### src/fcsg_pkg.sv
// ----------------------------------------------------------------------------
// fcsg_pkg: shared types and constants of the filled circle span generator
// Holds the circle and span word layouts, the radius limit and the
// sequencer state encoding.
// ----------------------------------------------------------------------------
package fcsg_pkg;

	// Largest radius the block draws; larger requests saturate to it.
	localparam logic [5:0] MAX_RADIUS = 6'd63;

	// One circle request.
	typedef struct packed {
		logic [9:0]  center_x;
		logic [9:0]  center_y;
		logic [5:0]  radius;
		logic [23:0] fill_color;
	} circle_word_t;

	// One mirrored pair of horizontal spans.
	typedef struct packed {
		logic [5:0]         row_offset;
		logic signed [11:0] span_left_x;
		logic signed [11:0] span_right_x;
		logic signed [11:0] lower_row_y;
		logic signed [11:0] upper_row_y;
		logic [23:0]        span_color;
		logic               last_row;
	} span_word_t;

	// Sequencer states, one-hot.
	typedef enum logic [2:0] {
		ST_IDLE = 3'b001,
		ST_RSQ  = 3'b010,
		ST_TEST = 3'b100
	} seq_state_t;

	// Operands of the shared square-and-compare unit.
	typedef struct packed {
		logic [5:0]  operand;
		logic [11:0] addend;
		logic [11:0] threshold;
	} sqr_req_t;

	// Results of the shared square-and-compare unit.
	typedef struct packed {
		logic [11:0] square;
		logic        at_least;
	} sqr_rsp_t;

endpackage

### src/filled_circle_span_generator.sv
// ----------------------------------------------------------------------------
// filled_circle_span_generator: filled circle scanline span generator
// Turns one circle request into one span word per row offset, from the
// center row out to the radius, each holding a mirrored pair of spans.
// ----------------------------------------------------------------------------
// Usage:
// A circle word is taken when circle_valid is high and circle_stall is low.
// circle_stall stays high from the cycle after a circle is taken until its
// last span word (last_row set) has been loaded into the output register.
// For radius r the block emits r+1 span words, one per row offset.
// Before each row the half-width shrinks one step at a time until it lies
// inside the circle; it shrinks exactly r times per circle. The radius is
// squared once, before the first row.
// Span words sit in an output register; when span_stall is high the word
// holds and the sequencer waits on the row it has ready.
// Reset returns the sequencer to idle and empties the output register.
// ----------------------------------------------------------------------------
module filled_circle_span_generator (
	input  logic                   clk,
	input  logic                   arst_n,
	input  logic                   circle_valid,
	output logic                   circle_stall,
	input  fcsg_pkg::circle_word_t circle,
	output logic                   span_valid,
	input  logic                   span_stall,
	output fcsg_pkg::span_word_t   span
);

	logic                 seq_idle;
	logic                 seq_emit;
	logic                 out_free;
	fcsg_pkg::span_word_t seq_word;
	logic                 span_valid_q;
	fcsg_pkg::span_word_t span_q;

	assign circle_stall = !seq_idle;
	assign out_free     = !span_valid_q || !span_stall;

	fcsg_seq u_seq (
		.clk      (clk),
		.arst_n   (arst_n),
		.take     (circle_valid),
		.circle   (circle),
		.out_free (out_free),
		.emit     (seq_emit),
		.emit_word(seq_word),
		.idle     (seq_idle)
	);

	// Output register valid flag.
	always_ff @(posedge clk or negedge arst_n) begin
		if (!arst_n) begin
			span_valid_q <= 1'b0;
		end else if (out_free) begin
			span_valid_q <= seq_emit;
		end
	end

	// Output register payload.
	always_ff @(posedge clk) begin
		if (seq_emit) begin
			span_q <= seq_word;
		end
	end

	assign span_valid = span_valid_q;
	assign span       = span_q;

`ifndef SYNTHESIS
	// A taken circle makes the block busy on the next cycle.
	a_busy_after_take: assert property (@(posedge clk) disable iff (!arst_n)
		circle_valid && !circle_stall |=> circle_stall)
		else $error("circle accepted but block not busy");

	// A word that is not the last of its circle leaves the block busy.
	a_busy_mid_circle: assert property (@(posedge clk) disable iff (!arst_n)
		span_valid && !span.last_row |-> circle_stall)
		else $error("block idle while a circle is unfinished");

	// Spans never run backward.
	a_span_order: assert property (@(posedge clk) disable iff (!arst_n)
		span_valid |-> span.span_right_x >= span.span_left_x)
		else $error("span right end before left end");

	// The two rows sit symmetrically about the center row.
	a_row_mirror: assert property (@(posedge clk) disable iff (!arst_n)
		span_valid |-> (12'(span.lower_row_y - span.upper_row_y)
			== {5'd0, span.row_offset, 1'b0}))
		else $error("span rows not mirrored");
`endif

endmodule

### src/fcsg_sqr_unit.sv
// ----------------------------------------------------------------------------
// fcsg_sqr_unit: shared square, add and compare unit
// Squares a 6-bit operand, adds an offset and tests the sum against a
// threshold. Used for the radius square and every half-width test.
// ----------------------------------------------------------------------------
module fcsg_sqr_unit (
	input  fcsg_pkg::sqr_req_t req,
	output fcsg_pkg::sqr_rsp_t rsp
);

	logic [11:0] square;
	logic [12:0] sum;

	// A 6x6 square always fits in 12 bits; the sum gets one more bit.
	assign square = 12'(req.operand) * 12'(req.operand);
	assign sum    = {1'b0, square} + {1'b0, req.addend};

	assign rsp.square   = square;
	assign rsp.at_least = (sum >= {1'b0, req.threshold});

endmodule

### src/fcsg_seq.sv
// ----------------------------------------------------------------------------
// fcsg_seq: row sequencer of the filled circle span generator
// Holds the circle, steps the row offset and shrinks the half-width one
// step per cycle through the shared square unit, then hands out one span
// word per row.
// ----------------------------------------------------------------------------
module fcsg_seq (
	input  logic                    clk,
	input  logic                    arst_n,
	input  logic                    take,
	input  fcsg_pkg::circle_word_t  circle,
	input  logic                    out_free,
	output logic                    emit,
	output fcsg_pkg::span_word_t    emit_word,
	output logic                    idle
);

	fcsg_pkg::seq_state_t state_q;
	logic [9:0]  cx_q;
	logic [9:0]  cy_q;
	logic [5:0]  radius_q;
	logic [23:0] color_q;
	logic [11:0] rsq_q;
	logic [11:0] isq_q;
	logic [5:0]  row_q;
	logic [5:0]  half_q;

	fcsg_pkg::sqr_req_t req;
	fcsg_pkg::sqr_rsp_t rsp;
	logic [5:0] radius_sat;
	logic       shrink;
	logic       is_last;

	// Clamp the requested radius to the supported limit.
	assign radius_sat = (circle.radius > fcsg_pkg::MAX_RADIUS) ?
		fcsg_pkg::MAX_RADIUS : circle.radius;

	// The shared unit squares the radius first, then the half-width.
	always_comb begin
		req.operand   = (state_q == fcsg_pkg::ST_RSQ) ? radius_q : half_q;
		req.addend    = (state_q == fcsg_pkg::ST_RSQ) ? 12'd0 : isq_q;
		req.threshold = rsq_q;
	end

	fcsg_sqr_unit u_sqr (
		.req(req),
		.rsp(rsp)
	);

	// Shrink while the half-width is nonzero and still reaches the rim.
	assign shrink  = (half_q != 6'd0) && rsp.at_least;
	assign is_last = (row_q == radius_q);
	assign emit    = (state_q == fcsg_pkg::ST_TEST) && !shrink && out_free;
	assign idle    = (state_q == fcsg_pkg::ST_IDLE);

	// Span word for the current row.
	always_comb begin
		emit_word.row_offset   = row_q;
		emit_word.span_left_x  = {2'b00, cx_q} - {6'd0, half_q};
		emit_word.span_right_x = {2'b00, cx_q} + {6'd0, half_q};
		emit_word.lower_row_y  = {2'b00, cy_q} + {6'd0, row_q};
		emit_word.upper_row_y  = {2'b00, cy_q} - {6'd0, row_q};
		emit_word.span_color   = color_q;
		emit_word.last_row     = is_last;
	end

	// Sequencer state.
	always_ff @(posedge clk or negedge arst_n) begin
		if (!arst_n) begin
			state_q <= fcsg_pkg::ST_IDLE;
		end else begin
			case (state_q)
				fcsg_pkg::ST_IDLE: begin
					if (take) begin
						state_q <= fcsg_pkg::ST_RSQ;
					end
				end
				fcsg_pkg::ST_RSQ: begin
					state_q <= fcsg_pkg::ST_TEST;
				end
				fcsg_pkg::ST_TEST: begin
					if (emit && is_last) begin
						state_q <= fcsg_pkg::ST_IDLE;
					end
				end
				default: begin
					state_q <= fcsg_pkg::ST_IDLE;
				end
			endcase
		end
	end

	// Circle registers, radius square, row offset and half-width.
	always_ff @(posedge clk) begin
		if (idle && take) begin
			cx_q     <= circle.center_x;
			cy_q     <= circle.center_y;
			radius_q <= radius_sat;
			color_q  <= circle.fill_color;
			half_q   <= radius_sat;
			row_q    <= 6'd0;
			isq_q    <= 12'd0;
		end
		if (state_q == fcsg_pkg::ST_RSQ) begin
			rsq_q <= rsp.square;
		end
		if (state_q == fcsg_pkg::ST_TEST) begin
			if (shrink) begin
				half_q <= half_q - 6'd1;
			end else if (emit && !is_last) begin
				// Next square is the current one plus 2i+1.
				row_q <= row_q + 6'd1;
				isq_q <= isq_q + {5'd0, row_q, 1'b1};
			end
		end
	end

endmodule

### config.mk
export PLATFORM = sky130hd
export DESIGN_NAME = filled_circle_span_generator
export DESIGN_NICKNAME = d
export VERILOG_FILES = /design/src/fcsg_pkg.sv /design/src/filled_circle_span_generator.sv /design/src/fcsg_sqr_unit.sv /design/src/fcsg_seq.sv
export SDC_FILE = /design/constraint.sdc
export NUM_CORES = 1
export LEC_CHECK = 0
export BUFFER_PORTS_ARGS = -buffer_cell sky130_fd_sc_hd__buf_4
export CAP_MARGIN = 20
export CORE_UTILIZATION = 45
export DETAILED_ROUTE_END_ITERATION = 6
export PLACE_DENSITY = 0.66
export SYNTH_ARGS = -nofsm -noshare
export SYNTH_HDL_FRONTEND = slang
export SYNTH_SLANG_ARGS = --single-unit
### constraint.sdc
create_clock -name clk -period 11.95 [get_ports clk]
set_input_delay 2.39 -clock clk [delete_from_list [all_inputs] [get_ports clk]]
set_output_delay 2.39 -clock clk [all_outputs]
set_load 0.1 [all_outputs]
; ---- Word level (Yosys, flattened, before mapping)
; Index checks and enable logic that the tools add are counted.
[classes]
n_addsub = 8
n_mul = 1
div_mod_pow = 0
order_cmp = 2
eq_ne = 6
shift = 0
muxes = 17
bitwise = 0
n_reduce_logical = 14
[op_table]
columns = op, count
row1 = 12-bit 2-to-1 mux, 5
row2 = 6-bit 2-to-1 mux, 9
row3 = 10-bit by 6-bit adder with 11-bit output, 2
row4 = 10-bit by 6-bit subtractor with 11-bit output, 2
row5 = 12-bit by 12-bit adder with 13-bit output, 1
row6 = 13-bit by 12-bit greater-or-equal comparator with 1-bit output, 1
row7 = 12-bit by 7-bit adder with 12-bit output, 1
row8 = 6-bit by 6-bit multiplier with 12-bit output, 1
row9 = 3-bit one-hot mux with 3 select lines, 1
row10 = 6-bit by 1-bit adder with 6-bit output (second input constant), 1
row11 = 6-bit equality test, 1
row12 = 6-bit greater-than comparator (second input constant), 1
row13 = 1-bit logical AND, 6
row14 = 3-bit 2-to-1 mux, 2
row15 = 6-bit nonzero test, 1
row16 = 6-bit by 1-bit subtractor with 6-bit output (second input constant), 1
row17 = 1-bit zero test, 5
row18 = 2-bit inequality test (second input constant), 2
row19 = 3-bit by 1-bit equality test with 1-bit output (second input constant), 1
row20 = 3-bit by 2-bit equality test with 1-bit output (second input constant), 1
row21 = 3-bit equality test (second input constant), 1
row22 = 2-bit AND reduction, 1
row23 = 1-bit logical OR, 1
[word_totals]
regBits = 169
latch_bits = 0
ramBits = 0
mem_bits_ro = 0
input_bits = 54
output_inout_bits = 81
elab_cells = 65
n_memories = 0

; ---- Depth between registers and ports, before layout
; Gate-level depths: netlist of run 1.
[depth]
word_depth = 13
ltp_mapped = 31
depth_no_buf = 30

; ---- Hierarchy
; A second synthesis of run 1 with hierarchy kept.
[unflattened]
hier_cells = 774
hier_area_um2 = 9132.5
[modules_own_cells]
columns = mod, instances, cells_per_inst, area_per_inst_um2, seq_area_each_um2
row1 = fcsg_seq, 1, 497, 5195.0, 2418.6
row2 = filled_circle_span_generator, 1, 83, 2412.3, 2397.3
row3 = fcsg_sqr_unit, 1, 194, 1525.2, 0.0

; ---- Worst setup path after synthesis of run 1
; OpenSTA, ideal clock, no wires.
[synth_path]
kind = register to register
from = reg u_seq.state_q[2]
to = reg span_q, in the netlist span[0], enable pin
setup_ns = 0.529
arrival_ns = 9.962
required_ns = 11.421
path_slack_ns = 1.459
stages_incl_launch_ff = 29
n_path_buf = 1
path_cell_list = dfrtp_1 > nor3b_2 > clkbuf_1 > nor2_1 > a21oi_1 > nor2_1 > fa_1 > inv_1 > fa_1 > fa_1 > inv_1 > ha_1 > and3b_1 > o21a_1 > nor2_1 > ha_1 > a21oi_1 > nand2_1 > a41o_1 > a21o_1 > a21oi_1 > o21ai_0 > xor2_1 > ha_1 > a211o_1 > a21oi_1 > a32o_2 > nand2_1 > a21oi_1
[synth_rtl]
columns = element, line_no
row1 = "start, declared", fcsg_seq.sv:18  ; fcsg_pkg::seq_state_t state_q;
row2 = "start signal, assigned", fcsg_seq.sv:70  ; state_q <= fcsg_pkg::ST_IDLE;
row3 = "start signal, assigned", fcsg_seq.sv:75  ; state_q <= fcsg_pkg::ST_RSQ;
row4 = "start signal, assigned", fcsg_seq.sv:79  ; state_q <= fcsg_pkg::ST_TEST;
row5 = "end signal, assigned", filled_circle_span_generator.sv:62  ; span_q <= seq_word;
row6 = "end, declared", filled_circle_span_generator.sv:34  ; fcsg_pkg::span_word_t span_q;

==> results of run 1 <==
sequential cells by signal (all words and copies together), names as in the netlist, 10 cells and up:
signal         flops
u_seq.isq_q       12
u_seq.cx_q        10
span              73
u_seq.cy_q        10
u_seq.color_q     24
u_seq.rsq_q       11
through the flow:
step / utilization / hold WS, ps
2_1_floorplan: - / 400
3_3_place_gp: 0.526 / 401
3_5_place_dp: 0.526 / 410
4_1_cts: 0.561 / 423
5_1_grt: 0.561 / 433
6_report: 0.561 / 424
routing by layer:
layer / up-vias / share of wire / GRT usage / wire [µm]
met4: 0 / 0.015 / 0.0769 / 242
met1: 2563 / 0.44 / 0.214 / 7150
li1: 2672 / - / - / -
met3: 16 / 0.052 / 0.0390 / 836
met5: - / 0 / 0 / 0
met2: 128 / 0.49 / 0.295 / 7920
cells by family (layout without fill, tap and decap cells):
| family | count (synthesis) | count (layout) | share of synthesized area |
|---|---|---|---|
| AO/OA/AOI/OAI | 118 | 118 | 0.0858 |
| XOR/XNOR | 59 | 59 | 0.0627 |
| adder cells (fa/ha/maj) | 81 | 81 | 0.135 |
| buffers and inverters | 97 | 241 | 0.0471 |
| flip-flops | 162 | 162 | 0.559 |
| multiplexers | 10 | 10 | 0.0122 |
| other | 1 | 2 | 0.000455 |
| AND/OR/NAND/NOR | 161 | 161 | 0.0975 |
path summary, 6_finish.rpt:
| check | slack (ps) | to | cells past startpoint |
|---|---|---|---|
| max | 3490 | span[75]$_DFFE_PP_ | 30 |
| min reg2reg | 420 | span[15]$_DFFE_PP_ | 0 |
| min in group asynchronous | 1750 | span_valid$_DFFE_PN0N_ | 1 |
| max in group asynchronous | 10010 | u_seq.state_q[0]$_DFFE_PN1P_ | 1 |
| min | 420 | span[15]$_DFFE_PP_ | 0 |
| max reg2reg | 3490 | span[75]$_DFFE_PP_ | 30 |
synthesized netlist by cell type (2+ instances only):
cell type	instances	area [µm²]
nor4b_1	2	17.5
edfxtp_1	134	4020
nand4_1	5	31.3
and3_1	3	18.8
a21o_1	9	67.6
nand2b_1	7	43.8
nor3_1	10	50.1
nand3_1	18	90.1
nand3b_1	4	30.0
nor2_1	49	184
mux2i_1	10	100
fa_1	13	260
a211o_1	2	17.5
a21oi_1	44	220
inv_1	73	274
xor2_1	17	149
clkbuf_1	15	56.3
o21a_1	5	37.5
ha_1	68	851
o21bai_1	9	67.6
nor2b_1	11	68.8
nand2_1	35	131
nor4_1	3	18.8
and2_1	3	18.8
or2_2	2	12.5
a31oi_1	2	12.5
dfrtp_1	3	75.1
dfxtp_1	24	480
xnor2_1	42	368
or3_1	2	12.5
o31ai_1	4	30.0
a211oi_1	3	22.5
o21ai_0	33	165
buf_4	6	45.0
cell type report:
| cell class | count | share of cell area |
|---|---|---|
| well taps | 229 | 0.0284 |
| inverters | 74 | 0.0276 |
| multi-input cells | 431 | 0.324 |
| clock inverters | 15 | 0.0199 |
| flip-flops and latches | 162 | 0.457 |
| repair buffers | 135 | 0.101 |
| clock buffers | 17 | 0.0422 |
==> impl_metrics.ini, run 1 <==
[status]
outcome = finished clean

[synth]
ys_seq_elements = 162
synth-edff-count = 134
ys_warn_count = 0
synthArstFlopShare = 0.0247
ys.flop_type = edfxtp_1
seq_area_frac_synth = 0.559
ys_types = 53
syn_area_per_cell_um2 = 12.0
synth_area_um2 = 8240
syn_inst = 689

[hold_path]
hold_path_class = reg2reg
min_from = u_seq.color_q[14]$_DFFE_PP_

[worst_setup_path]
path_class = reg2reg
crit_path_top_delay_cell = buf_4
endpoint_kind = flip-flop
crit_path_max_fanout = 52
cpPeakStageDelay_ps = 650
crit_arrival_ps = 8510
crit_required_ps = 12010
cp.buffers_inverters = 4
worst_setup_path_start_kind = flip-flop
r2r-start = u_seq.state_q[2]$_DFFE_PN0P_
worstSetupStartpoint = u_seq.state_q[2]$_DFFE_PN0P_
path_delay_family = compound AO/OA/AOI/OAI gates

[clocking]
cts_buffers = 17
h-tree-depth = 4
clockBufferDepth = 2
cts_tree = done
cts_root_buffer = clkbuf_16
cts_post_setup_buffers_inserted = 0
clk_pin_slew_ps = 80
cts_sinks = 162
ctsResizeCount = 0
clk_latency_ps = 430
holdBufCountCts = 0

[place]
dp_cells = 1031
pre_cts_ws_ps = 3470
hpwl_um = 12300
routabilityCongestion = 0.876
portBuffers = 132
post_dp_cell_area_um2 = 9450

[detailed_routing]
ant_nets = 0
wl_per_cell_um = 15.2
drc = 0
drt_iter0_markers = 213
vias_per_cell = 5.06
drt_wl_total_um = 16100
dr.pass1.iters = 5
vias = 5379

[layout]
drive_gt1_frac = 0.212
area_delta_synth_final_pct = 22.3
num_antenna_cells = 0
final_common_cell = buf_4
stdcell_count = 1063
layout_common_cells = buf_4, edfxtp_1, inv_1
nFillCells = 1483
multi_input_area_um2 = 3260
final_net_count = 956
final_area_um2 = 10100
ff_latch_area_um2 = 4610

[global_routing]
grt_overflow_total = 0
first_global_vias = 5333
grt_pass1_wl_um = 24900
grtUsageTotal = 0.175
antenna_found_initial = 0
grt_max_degree = 53

[sta]
setup-tns-final_ps = 0
maxSlewHeadroom = 0.350
max_freq_mhz = 118
worstMarginPinSlew_ps = 973
rsz0062_at_grt = false
finalMaxSlewViolations = 0
hold_viol_final = 0
setup_viol = 0
worst_slack_ps = 3490
fin_crit_sh = 0.708
period_needed_ps = 8460
fin_skew_ps = 14.1

[floorplanning]
core_um2 = 18000
start_util = 0.458
die_w_um = 137
dieArea_um2 = 18800
die_h_um = 137
ios = 135
rows = 49

[job]
drv_cap = 0
Power of run 1 is not shown: default switching activity piles up to over one toggle a cycle in this logic, so the estimate is an artifact.
==> inputs of run 2 (changes only) <==
--- a/config.mk
+++ b/config.mk
@@ -5,11 +5,12 @@
 export SDC_FILE = /design/constraint.sdc
 export NUM_CORES = 1
 export LEC_CHECK = 0
+export ABC_AREA = 1
 export BUFFER_PORTS_ARGS = -buffer_cell sky130_fd_sc_hd__buf_4
 export CAP_MARGIN = 20
 export CORE_UTILIZATION = 45
 export DETAILED_ROUTE_END_ITERATION = 6
-export PLACE_DENSITY = 0.66
+export PLACE_DENSITY = 0.68
 export SYNTH_ARGS = -nofsm -noshare
 export SYNTH_HDL_FRONTEND = slang
 export SYNTH_SLANG_ARGS = --single-unit
==> constraint.sdc (replaced) <==
create_clock -name clk -period 6.9 [get_ports clk]
set_input_delay 1.38 -clock clk [delete_from_list [all_inputs] [get_ports clk]]
set_output_delay 1.38 -clock clk [all_outputs]
set_load 0.1 [all_outputs]
==> run 2 against run 1 <==
Effect of this change:
- wire length increased by 7.1%
- synthesized cell count increased by 16%
- critical path depth decreased by 2
- critical endpoint is now span[63]$_DFFE_PP_
- clock skew increased by 1.7 ps
- fmax increased by 30%
- design area increased by 4.5%
- count of clock-buffer cells in the layout unchanged
- register-to-register slack got worse by 3100 ps
- worst hold slack got worse by 3.1 ps
- first-iteration DRC count increased by 46%
- core utilization increased by 0.18 points
- global-route usage increased by 0.47 points
==> impl_metrics.ini, run 2 <==
[layout]
largest_register_ffs = 73
num_antenna_cells = 0
area_delta_synth_final_pct = 22.2
layout_common_cells = inv_1, buf_4, edfxtp_1
final_common_cell = inv_1
nFillCells = 1577
drive_gt1_frac = 0.219
final_net_count = 1073

[sta]
maxSlewHeadroom = 0.321
fin_crit_sh = 0.943
fin_skew_ps = 15.8
rsz0062_at_grt = false
max_freq_mhz = 154
setup-tns-final_ps = 0
finalMaxSlewViolations = 0
worstMarginPinSlew_ps = 1020
hold_viol_final = 0
setup_viol = 0
period_needed_ps = 6510

[clocking]
clk_latency_ps = 430
h-tree-depth = 4
cts_sinks = 162
clk_pin_slew_ps = 80
holdBufCountCts = 0
clockBufferDepth = 2
cts_buffers = 17
cts_tree = done
cts_root_buffer = clkbuf_16

[floorplanning]
die_h_um = 140
rows = 50
ios = 135
die_w_um = 140
dieArea_um2 = 19700
start_util = 0.460
core_um2 = 18700

[synth]
yosys-top-cells-count = inv_1, edfxtp_1, nand2_1
ys_types = 42
seq_area_frac_synth = 0.535
ys_seq_elements = 162
synth_top_area_share = 0.467
synthMostInstantiatedCell = inv_1
ys_warn_count = 0
ys.flop_type = edfxtp_1
synth_area_um2 = 8610
synthArstFlopShare = 0.0247
synth_top_area_cell = edfxtp_1
synth-edff-count = 134
synthTopCellsByArea = edfxtp_1, ha_1, inv_1
syn_area_per_cell_um2 = 10.7
syn_inst = 802

[place]
portBuffers = 132
hpwl_um = 12600
routabilityCongestion = 0.840

[hold_path]
whs_path_depth = 0
min_from = u_seq.color_q[6]$_DFFE_PP_
hold_end = span[7]$_DFFE_PP_
hold_path_class = reg2reg

[status]
outcome = finished clean

[global_routing]
use_met3 = 0.0315
grt_pass1_wl_um = 27300
antenna_found_initial = 0
first_global_vias = 5611
grt_overflow_total = 0
grtUsageTotal = 0.179
grtUsageMet1 = 0.220
use_met2 = 0.312
grt-busiest-layer = met2
grt_max_degree = 75

[worst_setup_path]
crit_arrival_ps = 6640
ff2ff_path_depth = 28
cpPeakStageDelay_ps = 550
r2r_end = span[63]$_DFFE_PP_
r2r-start = u_seq.state_q[0]$_DFFE_PN1P_
crit_path_max_fanout = 18
rrSetupSlack_ps = 390
worst_setup_path_start_kind = flip-flop
crit_required_ps = 7030
crit_path_top_delay_cell = fa_1
path_class = reg2reg
endpoint_kind = flip-flop

[detailed_routing]
drt_iter0_markers = 312
dr.pass1.iters = 4
ant_nets = 0
drt_wl_total_um = 17300
wl_per_cell_um = 14.6
vias = 5712
vias_per_cell = 4.82
drc = 0

[job]
drv_cap = 0
run 2: cell types whose count changed after synthesis, moves of 6 or more:
cell	change
xor2_1	+43
nor2_1	-7
nand2b_1	-7
xnor2_1	-29
a31oi_1	+6
nand2_2	+10
nor2b_1	-11
o21ai_2	+13
a21oi_1	-11
nand2_1	+90
o21ai_0	-15
inv_1	+68
mux2i_1	-10
run 2: repair_timing:
action / CTS / global route
endpoints found under the setup margin: 0 / 97
gates resized for setup: 0 / 9
buffers inserted: 0 / 0
run 2: per-stage QoR:
step	hold slack, ps	worst slack, ps	utilization	cells	area (µm²)
after floorplan	400	59.1	-	803	8610
after global placement	400	441	0.525	1150	9810
after detailed placement	405	251	0.525	1150	9810
after CTS	421	229	0.557	1182	10400
after global routing	428	4.61	0.563	1185	10500
final	421	394	0.563	1185	10500
run 2: how the worst max path moves through the flow:
stage,from,endpoint,slack [ps],cells after the start
after CTS,u_seq.state_q[2]$_DFFE_PN0P_,span[59]$_DFFE_PP_,230,28
after global routing,u_seq.state_q[0]$_DFFE_PN1P_,u_seq.isq_q[0]$_DFF_P_,5,33
after floorplan,u_seq.state_q[0]$_DFFE_PN1P_,u_seq.row_q[0]$_DFF_P_,60,32
final,u_seq.state_q[0]$_DFFE_PN1P_,span[63]$_DFFE_PP_,390,28
after global placement,u_seq.state_q[0]$_DFFE_PN1P_,span[32]$_DFFE_PP_,440,31
after detailed placement,u_seq.state_q[2]$_DFFE_PN0P_,span[28]$_DFFE_PP_,250,28
run 2: final cells by class:
class	instances	area, µm²	share of cell area
inverters	141	529	0.0503
repair buffers	140	1110	0.105
clock buffers	17	425	0.0404
clock inverters	15	185	0.0176
flip-flops and latches	162	4610	0.438
well taps	234	293	0.0278
multi-input cells	476	3370	0.321
run 2: per-layer routing:
layer  wire length (µm)  vias up
li1                   -     2910
met1               7540     2666
met2               8810      112
met3                598       24
met4                358        0
met5                  0        -
run 2: cell families (layout without fill, tap and decap cells):
| group | after synthesis | in the layout | share of synthesized area |
|---|---|---|---|
| buffers and inverters | 165 | 313 | 0.0767 |
| XOR/XNOR | 73 | 73 | 0.0743 |
| adder cells (fa/ha/maj) | 81 | 81 | 0.129 |
| AO/OA/AOI/OAI | 96 | 96 | 0.0692 |
| flip-flops | 162 | 162 | 0.535 |
| AND/OR/NAND/NOR | 224 | 224 | 0.115 |
| other | 1 | 2 | 0.000436 |
run 2: critical path, delay by kind of cell, from the launching register on:
kind | cells | cell delay, ps
adder cells (fa/ha/maj) | 6 | 2580
AO/OA/AOI/OAI | 6 | 1230
AND/OR/NAND/NOR | 10 | 1030
flip-flops | 1 | 530
buffers and inverters | 4 | 440
XOR/XNOR | 2 | 410
Power of run 2 is left out for the same reason.
==> inputs of run 3 (changes only) <==
--- a/config.mk
+++ b/config.mk
@@ -10,7 +10,7 @@
 export CAP_MARGIN = 20
 export CORE_UTILIZATION = 45
 export DETAILED_ROUTE_END_ITERATION = 6
-export PLACE_DENSITY = 0.68
+export PLACE_DENSITY = 0.66
 export SYNTH_ARGS = -nofsm -noshare
 export SYNTH_HDL_FRONTEND = slang
 export SYNTH_SLANG_ARGS = --single-unit
==> constraint.sdc (replaced) <==
create_clock -name clk -period 7.3 [get_ports clk]
set_input_delay 1.46 -clock clk [delete_from_list [all_inputs] [get_ports clk]]
set_output_delay 1.46 -clock clk [all_outputs]
set_load 0.1 [all_outputs]
==> run 3 against run 2 <==
Effect of this change:
- non-clock buffer count down 3
- via count shrank 0.28%
- sequential share of layout area increased by 0.18 points
- wire length down 2.7%
- cell count decreased by 0.25%
- core utilization decreased by 0.23 points
- first-iteration DRC count shrank 5.1%
- register-to-register slack gained 190 ps
- global-route usage is 0.17 points higher
- largest cell class unchanged
==> impl_metrics.ini, run 3 (synthesis gave the netlist of run 2 again) <==
[worst_setup_path]
crit_arrival_ps = 6840
endpoint_kind = flip-flop
worst_setup_path_start_kind = flip-flop
path_class = reg2reg
r2r_end = span[28]$_DFFE_PP_
r2r-start = u_seq.state_q[0]$_DFFE_PN1P_
crit_required_ps = 7430
cpPeakStageDelay_ps = 550
rrSetupSlack_ps = 580
ff2ff_path_depth = 28
crit_path_max_fanout = 14
crit_path_top_delay_cell = fa_1
cp.buffers_inverters = 4
path_delay_family = adder cells

[layout]
final_common_cell = inv_1
final_net_count = 1070
largest_register_ffs = 73
drive_gt1_frac = 0.216
area_delta_synth_final_pct = 21.7
stdcell_count = 1182
fin_util = 0.560
layout_common_cells = inv_1, buf_4, edfxtp_1
num_antenna_cells = 0

[detailed_routing]
drc = 0
vias_per_cell = 4.82
dr.pass1.iters = 5
drt_wl_total_um = 16800
vias = 5696
wl_per_cell_um = 14.2
ant_nets = 0
drt_iter0_markers = 296

[floorplanning]
core_um2 = 18700
die_w_um = 140
ios = 135
dieArea_um2 = 19700
rows = 50
die_h_um = 140
start_util = 0.460

[global_routing]
grtUsageTotal = 0.181
grt_max_degree = 46
first_global_vias = 5662
antenna_found_initial = 0
grt_pass1_wl_um = 27500
grt_overflow_total = 0

[hold_path]
whs_path_depth = 0
hold_end = span[6]$_DFFE_PP_
hold_path_class = reg2reg
min_from = u_seq.color_q[5]$_DFFE_PP_

[sta]
maxSlewHeadroom = 0.322
setup-tns-final_ps = 0
max_freq_mhz = 149
setup_viol = 0
period_needed_ps = 6720
finalMaxSlewViolations = 0
fin_crit_sh = 0.920
rsz0062_at_grt = false
hold_viol_final = 0
worstMarginPinSlew_ps = 1010
fin_skew_ps = 11.8

[clocking]
cts_root_buffer = clkbuf_16
holdBufCountCts = 0
clk_latency_ps = 440
cts_buffers = 17
cts_tree = done
cts_sinks = 162
clockBufferDepth = 2
h-tree-depth = 4
cts_post_setup_buffers_inserted = 0
ctsResizeCount = 0
clk_pin_slew_ps = 80

[place]
routabilityCongestion = 0.795
dp_cells = 1150
hpwl_um = 12700
portBuffers = 132

[job]
drv_cap = 0

[status]
outcome = finished clean
==> run 3: final cells by class <==
| type | instances | area [µm²] |
|---|---|---|
| Clock buffer | 17 | 425 |
| Fill cell | 1623 | 8230 |
| Tap cell | 234 | 293 |
| Sequential cell | 162 | 4610 |
| Inverter | 141 | 529 |
| Clock inverter | 15 | 204 |
| Timing Repair Buffer | 137 | 1050 |
| Multi-Input combinational cell | 476 | 3370 |
==> run 3: metal layers <==
metal,track usage,vias to the layer above,share of wire
met5,0,-,0
met2,0.306,118,0.50
li1,-,2902,-
met4,0.0538,0,0.011
met1,0.230,2664,0.45
met3,0.0444,12,0.040
==> run 3: worst max-delay path by stage <==
stage | from | end | slack, ps | depth (start not counted)
6_report | u_seq.state_q[0]$_DFFE_PN1P_ | span[28]$_DFFE_PP_ | 580 | 28
5_1_grt | u_seq.state_q[0]$_DFFE_PN1P_ | span[26]$_DFFE_PP_ | 30 | 28
2_1_floorplan | u_seq.state_q[0]$_DFFE_PN1P_ | u_seq.row_q[0]$_DFF_P_ | 460 | 32
3_5_place_dp | u_seq.state_q[0]$_DFFE_PN1P_ | u_seq.isq_q[1]$_DFF_P_ | 190 | 30
3_3_place_gp | u_seq.state_q[2]$_DFFE_PN0P_ | u_seq.isq_q[1]$_DFF_P_ | 380 | 33
4_1_cts | u_seq.state_q[0]$_DFFE_PN1P_ | u_seq.isq_q[1]$_DFF_P_ | 150 | 30
==> run 3: stage by stage <==
step	instance area [µm²]	hold WS [ps]	worst slack [ps]
floorplan	8610	400	459
global placement	9830	400	380
detailed placement	9830	405	188
CTS	10500	424	150
global route	10500	427	30.8
finish	10500	422	583
Power of run 3 is left out for the same reason.
